--- src/rtl/tsol_pkg.sv ---
package tsol_pkg;

  localparam int OP_W = 3;
  localparam int VAL_IN_W = 32;
  localparam int POS_W = 5;
  localparam int STAT_W = 2;
  localparam int HPOS_W = 4;
  localparam int COUNT_W = 5;

  localparam logic [OP_W-1:0] OP_APPEND = 3'd0;
  localparam logic [OP_W-1:0] OP_PREPEND = 3'd1;
  localparam logic [OP_W-1:0] OP_INSERT = 3'd2;
  localparam logic [OP_W-1:0] OP_ERASE = 3'd3;
  localparam logic [OP_W-1:0] OP_FIND = 3'd4;

  localparam logic [STAT_W-1:0] STAT_OK = 2'd0;
  localparam logic [STAT_W-1:0] STAT_NOT_FOUND = 2'd1;
  localparam logic [STAT_W-1:0] STAT_RANGE = 2'd2;
  localparam logic [STAT_W-1:0] STAT_FULL = 2'd3;

  typedef enum logic [2:0] {
    S_IDLE,
    S_SHIFT_R,
    S_INS_WRITE,
    S_SEARCH,
    S_SHIFT_L,
    S_SWAP_LO,
    S_SWAP_HI,
    S_FINISH
  } state_t;

endpackage

--- src/rtl/tsol_ram.sv ---
module tsol_ram #(
  parameter int WIDTH = 32,
  parameter int DEPTH = 16
) (
  input  logic                     clk,
  input  logic                     wr_en,
  input  logic [$clog2(DEPTH)-1:0] wr_addr,
  input  logic [WIDTH-1:0]         wr_data,
  input  logic [$clog2(DEPTH)-1:0] rd_addr,
  output logic [WIDTH-1:0]         rd_data
);

  logic [WIDTH-1:0] mem [DEPTH];

  always_ff @(posedge clk) begin
    if (wr_en) begin
      mem[wr_addr] <= wr_data;
    end
    rd_data <= mem[rd_addr];
  end

endmodule

--- src/rtl/transpose_self_organizing_list_top.sv ---
// Ordered list of up to CAPACITY values held in one single-port-write RAM with a
// registered read. Each item is one operation: append, prepend, insert before a
// position, erase the first match, or find; a find that hits swaps the entry
// with its predecessor. One item is worked at a time and gives one result.
// Every list access goes through the RAM at one entry per cycle. An add
// shifts the entries from the end down to the insert position up one place,
// then writes the new value; an erase or find searches from the front for
// the value, then an erase shifts the later entries down one place and a
// find hit writes the entry and its predecessor in swapped places. The result
// waits in an output register, and the next item is taken as soon as the
// result is loaded there.
module transpose_self_organizing_list_top #(
  parameter int CAPACITY = 16,
  parameter int VALUE_WIDTH = 32
) (
  input  logic                          clk,
  input  logic                          rst,
  input  logic                          in_valid,
  output logic                          in_ready,
  input  logic [tsol_pkg::OP_W-1:0]     operation,
  input  logic [tsol_pkg::VAL_IN_W-1:0] item_value,
  input  logic [tsol_pkg::POS_W-1:0]    position,
  output logic                          out_valid,
  input  logic                          out_ready,
  output logic [tsol_pkg::STAT_W-1:0]   status,
  output logic                          hit,
  output logic [tsol_pkg::HPOS_W-1:0]   hit_position,
  output logic [tsol_pkg::COUNT_W-1:0]  entry_count
);

  localparam int IW = $clog2(CAPACITY);
  localparam int CW = $clog2(CAPACITY + 1);

  tsol_pkg::state_t state, state_next;

  logic [CW-1:0]                   len;
  logic [tsol_pkg::OP_W-1:0]       op_r;
  logic [VALUE_WIDTH-1:0]          val_r;
  logic [tsol_pkg::STAT_W-1:0]     st_r;
  logic                            hit_r;
  logic [IW-1:0]                   where_r;
  logic [CW-1:0]                   cnt;
  logic [CW-1:0]                   ins_p;
  logic [CW-1:0]                   rk;
  logic                            cmp_valid;
  logic [IW-1:0]                   cmp_idx;
  logic [VALUE_WIDTH-1:0]          prev_data;
  logic                            wr_pend;
  logic [IW-1:0]                   pend_addr;

  logic                            wr_en;
  logic [IW-1:0]                   wr_addr;
  logic [VALUE_WIDTH-1:0]          wr_data;
  logic [IW-1:0]                   rd_addr;
  logic [VALUE_WIDTH-1:0]          rd_data;

  logic [63:0]                     in_ext;
  logic [VALUE_WIDTH-1:0]          val_in;
  logic                            accept;
  logic                            full;
  logic                            pos_over;
  logic                            search_hit;
  logic                            search_miss;
  logic                            shr_more;
  logic                            shl_more;
  logic                            out_free;
  logic [CW-1:0]                   cnt_dec;
  logic [CW:0]                     cnt_inc;
  logic [IW-1:0]                   where_dec;
  logic [IW+tsol_pkg::HPOS_W-1:0]  where_ext;
  logic [CW+tsol_pkg::COUNT_W-1:0] len_ext;

  assign in_ext = 64'(item_value);
  assign val_in = in_ext[VALUE_WIDTH-1:0];
  assign in_ready = (state == tsol_pkg::S_IDLE);
  assign accept = in_valid && in_ready;
  assign full = (len == CW'(CAPACITY));
  assign pos_over = (CW + tsol_pkg::POS_W)'(position) > (CW + tsol_pkg::POS_W)'(len);
  assign search_hit = cmp_valid && (rd_data == val_r);
  assign search_miss = !cmp_valid && (rk >= len);
  assign shr_more = (cnt > ins_p);
  assign cnt_dec = cnt - CW'(1);
  assign cnt_inc = (CW + 1)'(cnt) + (CW + 1)'(1);
  assign shl_more = (cnt_inc < (CW + 1)'(len));
  assign out_free = !out_valid || out_ready;
  assign where_dec = where_r - IW'(1);
  assign where_ext = (IW + tsol_pkg::HPOS_W)'(where_r);
  assign len_ext = (CW + tsol_pkg::COUNT_W)'(len);

  always_comb begin
    state_next = state;
    case (state)
      tsol_pkg::S_IDLE: begin
        if (in_valid) begin
          case (operation) inside
            tsol_pkg::OP_APPEND, tsol_pkg::OP_PREPEND, tsol_pkg::OP_INSERT: begin
              if (full || (operation == tsol_pkg::OP_INSERT && pos_over)) begin
                state_next = tsol_pkg::S_FINISH;
              end else begin
                state_next = tsol_pkg::S_SHIFT_R;
              end
            end
            tsol_pkg::OP_ERASE, tsol_pkg::OP_FIND: state_next = tsol_pkg::S_SEARCH;
            default: state_next = tsol_pkg::S_FINISH;
          endcase
        end
      end
      tsol_pkg::S_SHIFT_R: begin
        if (!shr_more) begin
          state_next = tsol_pkg::S_INS_WRITE;
        end
      end
      tsol_pkg::S_INS_WRITE: state_next = tsol_pkg::S_FINISH;
      tsol_pkg::S_SEARCH: begin
        if (search_hit) begin
          if (op_r == tsol_pkg::OP_ERASE) begin
            state_next = tsol_pkg::S_SHIFT_L;
          end else if (cmp_idx != '0) begin
            state_next = tsol_pkg::S_SWAP_LO;
          end else begin
            state_next = tsol_pkg::S_FINISH;
          end
        end else if (search_miss) begin
          state_next = tsol_pkg::S_FINISH;
        end
      end
      tsol_pkg::S_SHIFT_L: begin
        if (!shl_more) begin
          state_next = tsol_pkg::S_FINISH;
        end
      end
      tsol_pkg::S_SWAP_LO: state_next = tsol_pkg::S_SWAP_HI;
      tsol_pkg::S_SWAP_HI: state_next = tsol_pkg::S_FINISH;
      tsol_pkg::S_FINISH: begin
        if (out_free) begin
          state_next = tsol_pkg::S_IDLE;
        end
      end
      default: state_next = tsol_pkg::S_IDLE;
    endcase
  end

  always_comb begin
    wr_en = wr_pend;
    wr_addr = pend_addr;
    wr_data = rd_data;
    rd_addr = '0;
    case (state)
      tsol_pkg::S_SHIFT_R: rd_addr = cnt_dec[IW-1:0];
      tsol_pkg::S_SHIFT_L: rd_addr = cnt_inc[IW-1:0];
      tsol_pkg::S_SEARCH: rd_addr = rk[IW-1:0];
      tsol_pkg::S_INS_WRITE: begin
        wr_en = 1'b1;
        wr_addr = ins_p[IW-1:0];
        wr_data = val_r;
      end
      tsol_pkg::S_SWAP_LO: begin
        wr_en = 1'b1;
        wr_addr = where_dec;
        wr_data = val_r;
      end
      tsol_pkg::S_SWAP_HI: begin
        wr_en = 1'b1;
        wr_addr = where_r;
        wr_data = prev_data;
      end
      default: rd_addr = '0;
    endcase
  end

  tsol_ram #(
    .WIDTH(VALUE_WIDTH),
    .DEPTH(CAPACITY)
  ) u_ram (
    .clk(clk),
    .wr_en(wr_en),
    .wr_addr(wr_addr),
    .wr_data(wr_data),
    .rd_addr(rd_addr),
    .rd_data(rd_data)
  );

  always_ff @(posedge clk) begin
    if (rst) begin
      state <= tsol_pkg::S_IDLE;
      len <= '0;
      out_valid <= 1'b0;
      wr_pend <= 1'b0;
      cmp_valid <= 1'b0;
    end else begin
      state <= state_next;
      wr_pend <= ((state == tsol_pkg::S_SHIFT_R) && shr_more) ||
                 ((state == tsol_pkg::S_SHIFT_L) && shl_more);
      if (out_valid && out_ready && (state != tsol_pkg::S_FINISH)) begin
        out_valid <= 1'b0;
      end
      case (state)
        tsol_pkg::S_IDLE: begin
          if (accept) begin
            op_r <= operation;
            val_r <= val_in;
            hit_r <= 1'b0;
            where_r <= '0;
            cnt <= len;
            rk <= '0;
            cmp_valid <= 1'b0;
            case (operation)
              tsol_pkg::OP_APPEND: ins_p <= len;
              tsol_pkg::OP_PREPEND: ins_p <= '0;
              default: ins_p <= CW'(position);
            endcase
            if (full && (operation == tsol_pkg::OP_APPEND ||
                         operation == tsol_pkg::OP_PREPEND ||
                         operation == tsol_pkg::OP_INSERT)) begin
              st_r <= tsol_pkg::STAT_FULL;
            end else if (operation == tsol_pkg::OP_INSERT && pos_over) begin
              st_r <= tsol_pkg::STAT_RANGE;
            end else begin
              st_r <= tsol_pkg::STAT_OK;
            end
          end
        end
        tsol_pkg::S_SHIFT_R: begin
          if (shr_more) begin
            pend_addr <= cnt[IW-1:0];
            cnt <= cnt_dec;
          end
        end
        tsol_pkg::S_INS_WRITE: len <= len + CW'(1);
        tsol_pkg::S_SEARCH: begin
          if (rk < len) begin
            rk <= rk + CW'(1);
            cmp_valid <= 1'b1;
            cmp_idx <= rk[IW-1:0];
          end else begin
            cmp_valid <= 1'b0;
          end
          if (search_hit) begin
            hit_r <= 1'b1;
            where_r <= cmp_idx;
            cnt <= CW'(cmp_idx);
          end else begin
            if (cmp_valid) begin
              prev_data <= rd_data;
            end
            if (search_miss) begin
              st_r <= tsol_pkg::STAT_NOT_FOUND;
            end
          end
        end
        tsol_pkg::S_SHIFT_L: begin
          if (shl_more) begin
            pend_addr <= cnt[IW-1:0];
            cnt <= cnt_inc[CW-1:0];
          end else begin
            len <= len - CW'(1);
          end
        end
        tsol_pkg::S_FINISH: begin
          if (out_free) begin
            out_valid <= 1'b1;
            status <= st_r;
            hit <= hit_r;
            hit_position <= where_ext[tsol_pkg::HPOS_W-1:0];
            entry_count <= len_ext[tsol_pkg::COUNT_W-1:0];
          end
        end
        default: cnt <= cnt;
      endcase
    end
  end

  a_len_bound: assert property (@(posedge clk) disable iff (rst)
    len <= CW'(CAPACITY))
    else $error("list length exceeds capacity");

  a_pend_in_shift: assert property (@(posedge clk) disable iff (rst)
    wr_pend |-> (state == tsol_pkg::S_SHIFT_R || state == tsol_pkg::S_SHIFT_L))
    else $error("pending shift write outside a shift");

  a_no_write_in_search: assert property (@(posedge clk) disable iff (rst)
    (state == tsol_pkg::S_SEARCH) |-> !wr_en)
    else $error("RAM written during search");

  a_hit_is_ok: assert property (@(posedge clk) disable iff (rst)
    (out_valid && hit) |-> (status == tsol_pkg::STAT_OK))
    else $error("hit reported with a failing status");

endmodule
--- config.mk ---
export PLATFORM = sky130hd
export DESIGN_NAME = transpose_self_organizing_list_top
export DESIGN_NICKNAME = d
export VERILOG_FILES = /design/src/rtl/tsol_pkg.sv /design/src/rtl/tsol_ram.sv /design/src/rtl/transpose_self_organizing_list_top.sv
export SDC_FILE = /design/constraint.sdc
export NUM_CORES = 1
export LEC_CHECK = 0
export BUFFER_PORTS_ARGS = -buffer_cell sky130_fd_sc_hd__buf_2
export CAP_MARGIN = 10
export CELL_PAD_IN_SITES_DETAIL_PLACEMENT = 1
export CELL_PAD_IN_SITES_GLOBAL_PLACEMENT = 1
export CORE_MARGIN = 5
export CORE_UTILIZATION = 30
export CTS_BUF_LIST = sky130_fd_sc_hd__clkbuf_8
export CTS_CLUSTER_SIZE = 25
export DETAILED_ROUTE_END_ITERATION = 6
export GPL_ROUTABILITY_DRIVEN = 1
export PLACE_DENSITY = 0.48
export SLEW_MARGIN = 20
export SYNTH_ARGS = -nofsm -noshare
export SYNTH_HDL_FRONTEND = slang
export SYNTH_SLANG_ARGS = --single-unit
export TNS_END_PERCENT = 10
--- constraint.sdc ---
create_clock -name clk -period 7.4 [get_ports clk]
set_input_delay 1.11 -clock clk [delete_from_list [all_inputs] [get_ports clk]]
set_output_delay 1.11 -clock clk [all_outputs]
set_load 0.01 [all_outputs]
==> metrics.sh <==
OUTCOME='finished, final reports clean'
CRITPATHMAXFANOUT=128
DRIVE_ABOVE_1_SHARE=0.150
TRITONCTS_CLOCK_TREE='yes'
SKEW_NS=0.0502
WL_PER_CELL_UM=25.5
IO_PINS=58
GRT_ANTENNA_BEFORE_REPAIR=5
FIN_SETUP_TNS_NS=0
CTS.SINKS=664
GRT_FIRST_PASS_WIRELENGTH_MM=131
FINAL.MIN_CLOCK_PERIOD_NS=4.25
YOSYSUNIQUECELLTYPES=64
HOLDCRITPATHCLASS='reg2reg'
DIE-WIDTH_UM=315
YS.FLOP_TYPE='edfxtp_1'
CTS_POST_SETUP_BUFFERS_INSERTED=0
LAYOUT-AREA-OVERHEAD-VS-SYNTH_PCT=14.7
WORST_IR_DROP_VDD_mV=0.328
SLEW_HEADROOM=0.233
NUMBER_OF_GLOBAL_ROUTE_VIAS_BEFORE_REPAIR=19172
REPORT.POWER.TOTAL_uW=15300
STARTING_DENSITY_OF_THE_CORE=0.301
CRITICALPATHCATEGORY='reg2reg'
VIAS=18365
FLOORPLAN.CORE_AREA_SQ_UM=92900
GRT_SETUP_UNREPAIRED='no'
SETUP-VIOLATIONS-FINAL=0
SETUP_SLACK_OF_THE_MOST_CRITICAL_REG_TO_REG_PATH_NS=3.15
NUMPLACEDINSTANCES=3279
CTSLONGESTPATHBUFFERS=3
LAYOUT.CELLS.MOST_COMMON='edfxtp_1'
MAXCLOCKFREQUENCY_MHz=235
GLOBALROUTE.TOTALOVERFLOW=0
POST_CTS_RESIZE_COUNT=0
GPL.FINAL_WEIGHTED_CONGESTION=0.767
ROWS=112
HOLD_VIOLATIONS=0
SYNTH_FP_NETS=2140
POST_SYNTHESIS_CELL_AREA_SQ_UM=28000
HOLD_PATH_END='hit'
CRIT_ARRIVAL_NS=4.91
POSTROUTEANTENNANETS=0
NNETSFINAL=2217
CTS-BUFFERS-INSERTED=118
WORST-SLEW-PIN-TRANSITION_NS=1.15
POST_PLACE_CELL_AREA_SQ_UM=29900
CTS_HTREE_LEVELS=3
MIN-DELAY-START='hit_r'
MAX_CAP_VIOL_COUNT=0
TIMING.FINAL.CRIT_SHARE=0.574
SEQ_AREA_FRAC_SYNTH=0.698
GRT_MAX_DEGREE=156
LEAKAGE_uW=0.0106
FINISH.INSTANCE_AREA_SQ_UM=32100
IO_BUFFERS=57
NETLIST_INSTANCES=2069
CTS_HOLD_FIX_BUFS=0
CLK-INSERTION-DELAY-LATE_NS=0.75
HOLDPATHSTAGES=0
FINAL_CELL_COUNT_NO_FILL=3500
DRT-TOTAL-WL_MM=89.3
CP-START-KIND='flop'
POST-DP-HPWL_MM=51.5
SYNTH-EDFF-COUNT=621
FLOORPLAN.DIE.HEIGHT_UM=315
SYNTHARSTFLOPSHARE=0
WORST_REG2REG_ENDPOINT='u_ram.rd_data[28]'
REPORT.FINAL.SLEW_VIOL_COUNT=0
CLOCKROOTBUFFER='clkbuf_8'
LAYOUT_COMMON_CELLS='edfxtp_1, nand2_1, a211oi_1, and3_1, clkbuf_8'
DR.FIRST_ITER.DRC_COUNT=1427
GRT_USE_TOTAL=0.176
POSTLAYOUTCOREUTIL=0.345
SYNTH_SEQ_CELLS=664
SYNTH_AREA_PER_CELL_SQ_UM=13.5
DESIGN.DIE.AREA_SQ_UM=99400
WORST_REG2REG_PATH_LENGTH_IN_CELLS=9
POWERDENSITY_nW_PER_UM2=475
CP.REQUIRED_NS=8.06
AVGVIACOUNTPERCELL=5.25
DRT_FIRST_PASS_ITERS=7
CRIT-REG2REG-LAUNCH='state[2]'
SYNTH.YOSYS.WARNINGS=0
POST-ROUTE-DRC-COUNT=0
CLKSLEWWORSTSETUPHOLDPATHS_NS=0.07
CRITPATHCAPTURETYPE='flop'
worst max-delay path: stages, from the launching register on:
cell and delay, ns:
dfxtp_4 0.68, or3b_1 0.58, inv_8 0.17, nand2_4 0.37, nand2_8 0.86, buf_12 0.46, a211oi_1 0.15, a311oi_1 0.34
a211oi_2 0.09, a21oi_2 0.16
sequential cells by signal (all words and copies together), names as in the netlist:
name and flops:
entry_count 5, cmp_idx 4, val_r 32, out_valid 1, op_r 3, u_ram.mem 512, state 3, st_r 2
where_r 4, pend_addr 4, hit 1, cmp_valid 1, wr_pend 1, hit_r 1, rk 5, len 5
ins_p 5, u_ram.rd_data 32, status 2, prev_data 32, hit_position 4, cnt 5
worst max path at each step:
stage,from,endpoint,slack (ns),cells after the start
after floorplan,rst,prev_data[0],0.62,1
after global placement,cnt[0],u_ram.rd_data[5],3.13,10
after detailed placement,state[2],u_ram.rd_data[5],3.08,8
after CTS,state[2],u_ram.rd_data[5],3.05,8
after global routing,state[2],u_ram.rd_data[7],2.85,8
final,state[2],u_ram.rd_data[28],3.15,9
where the power goes:
| part | internal [uW] | leakage [uW] | switching [uW] | total (uW) |
|---|---|---|---|---|
| sequential | 5660 | 0.00596 | 455 | 6110 |
| clock | 1560 | 0.00126 | 1560 | 3120 |
| combinational | 1730 | 0.00334 | 4290 | 6020 |
| total | 8950 | 0.0106 | 6310 | 15300 |
routing by layer:
| layer | track usage | share of wire | up-vias |
|---|---|---|---|
| li1 | - | - | 8260 |
| met1 | 0.256 | 0.49 | 9619 |
| met2 | 0.276 | 0.45 | 347 |
| met3 | 0.0258 | 0.038 | 139 |
| met4 | 0.0508 | 0.026 | 0 |
| met5 | 0 | 0 | - |
cell type report:
type | count | area (sq um)
Clock inverter | 94 | 410
Antenna cell | 1 | 2.50
Sequential cell | 664 | 19500
Tap cell | 1254 | 1570
Timing Repair Buffer | 120 | 951
Multi-Input combinational cell | 1214 | 7800
Inverter | 28 | 113
Clock buffer | 125 | 1720
Fill cell | 9776 | 60800
per-stage QoR:
step | hold slack [ns] | setup WS, ns
floorplan | 0.400 | 0.617
global placement | 0.405 | 3.13
detailed placement | 0.417 | 3.08
CTS | 0.424 | 3.05
global route | 0.431 | 2.85
finish | 0.420 | 3.15
cell families (layout without fill, tap and decap cells):
family | after synthesis | after routing | share of synthesized area
flip-flops | 664 | 664 | 0.698
buffers and inverters | 191 | 367 | 0.0322
adder cells (fa/ha/maj) | 27 | 27 | 0.0124
other | 0 | 1 | 0
AO/OA/AOI/OAI | 585 | 585 | 0.148
AND/OR/NAND/NOR | 549 | 549 | 0.0929
XOR/XNOR | 45 | 45 | 0.0141
multiplexers | 8 | 8 | 0.00291
synth_stat cells, types with 2 or more instances:
cell type / instances / area share
dfxtp_1: 43 / 0.031
mux2i_1: 7 / 0.0025
a211oi_2: 13 / 0.0058
a21oi_1: 117 / 0.021
and3_1: 133 / 0.030
inv_1: 26 / 0.0035
nand4_1: 10 / 0.0022
buf_2: 66 / 0.012
a31oi_1: 64 / 0.014
nor3_1: 6 / 0.0011
o32a_1: 2 / 0.00072
a311oi_1: 64 / 0.020
nor2_1: 52 / 0.0070
o31a_1: 34 / 0.011
a211o_1: 4 / 0.0013
xnor2_1: 39 / 0.012
nand2_4: 2 / 0.00081
o41ai_1: 5 / 0.0016
a221oi_1: 4 / 0.0013
ha_1: 26 / 0.012
o221ai_1: 3 / 0.00094
buf_6: 11 / 0.0044
o2bb2ai_1: 2 / 0.00063
and2_1: 5 / 0.0011
xor2_1: 6 / 0.0019
o221a_2: 2 / 0.00081
a21o_1: 4 / 0.0011
buf_1: 5 / 0.00067
clkbuf_1: 78 / 0.010
o21ai_0: 21 / 0.0038
nand2b_1: 37 / 0.0083
o22ai_1: 71 / 0.016
nor2b_1: 3 / 0.00067
nand2_1: 280 / 0.038
a211oi_1: 151 / 0.041
nand3_1: 14 / 0.0025
nor4_1: 3 / 0.00067
edfxtp_1: 621 / 0.67
a21oi_2: 6 / 0.0019
o211ai_1: 3 / 0.00081
buf_4: 3 / 0.00081
Note: power is estimated with default switching activity, not from simulation.
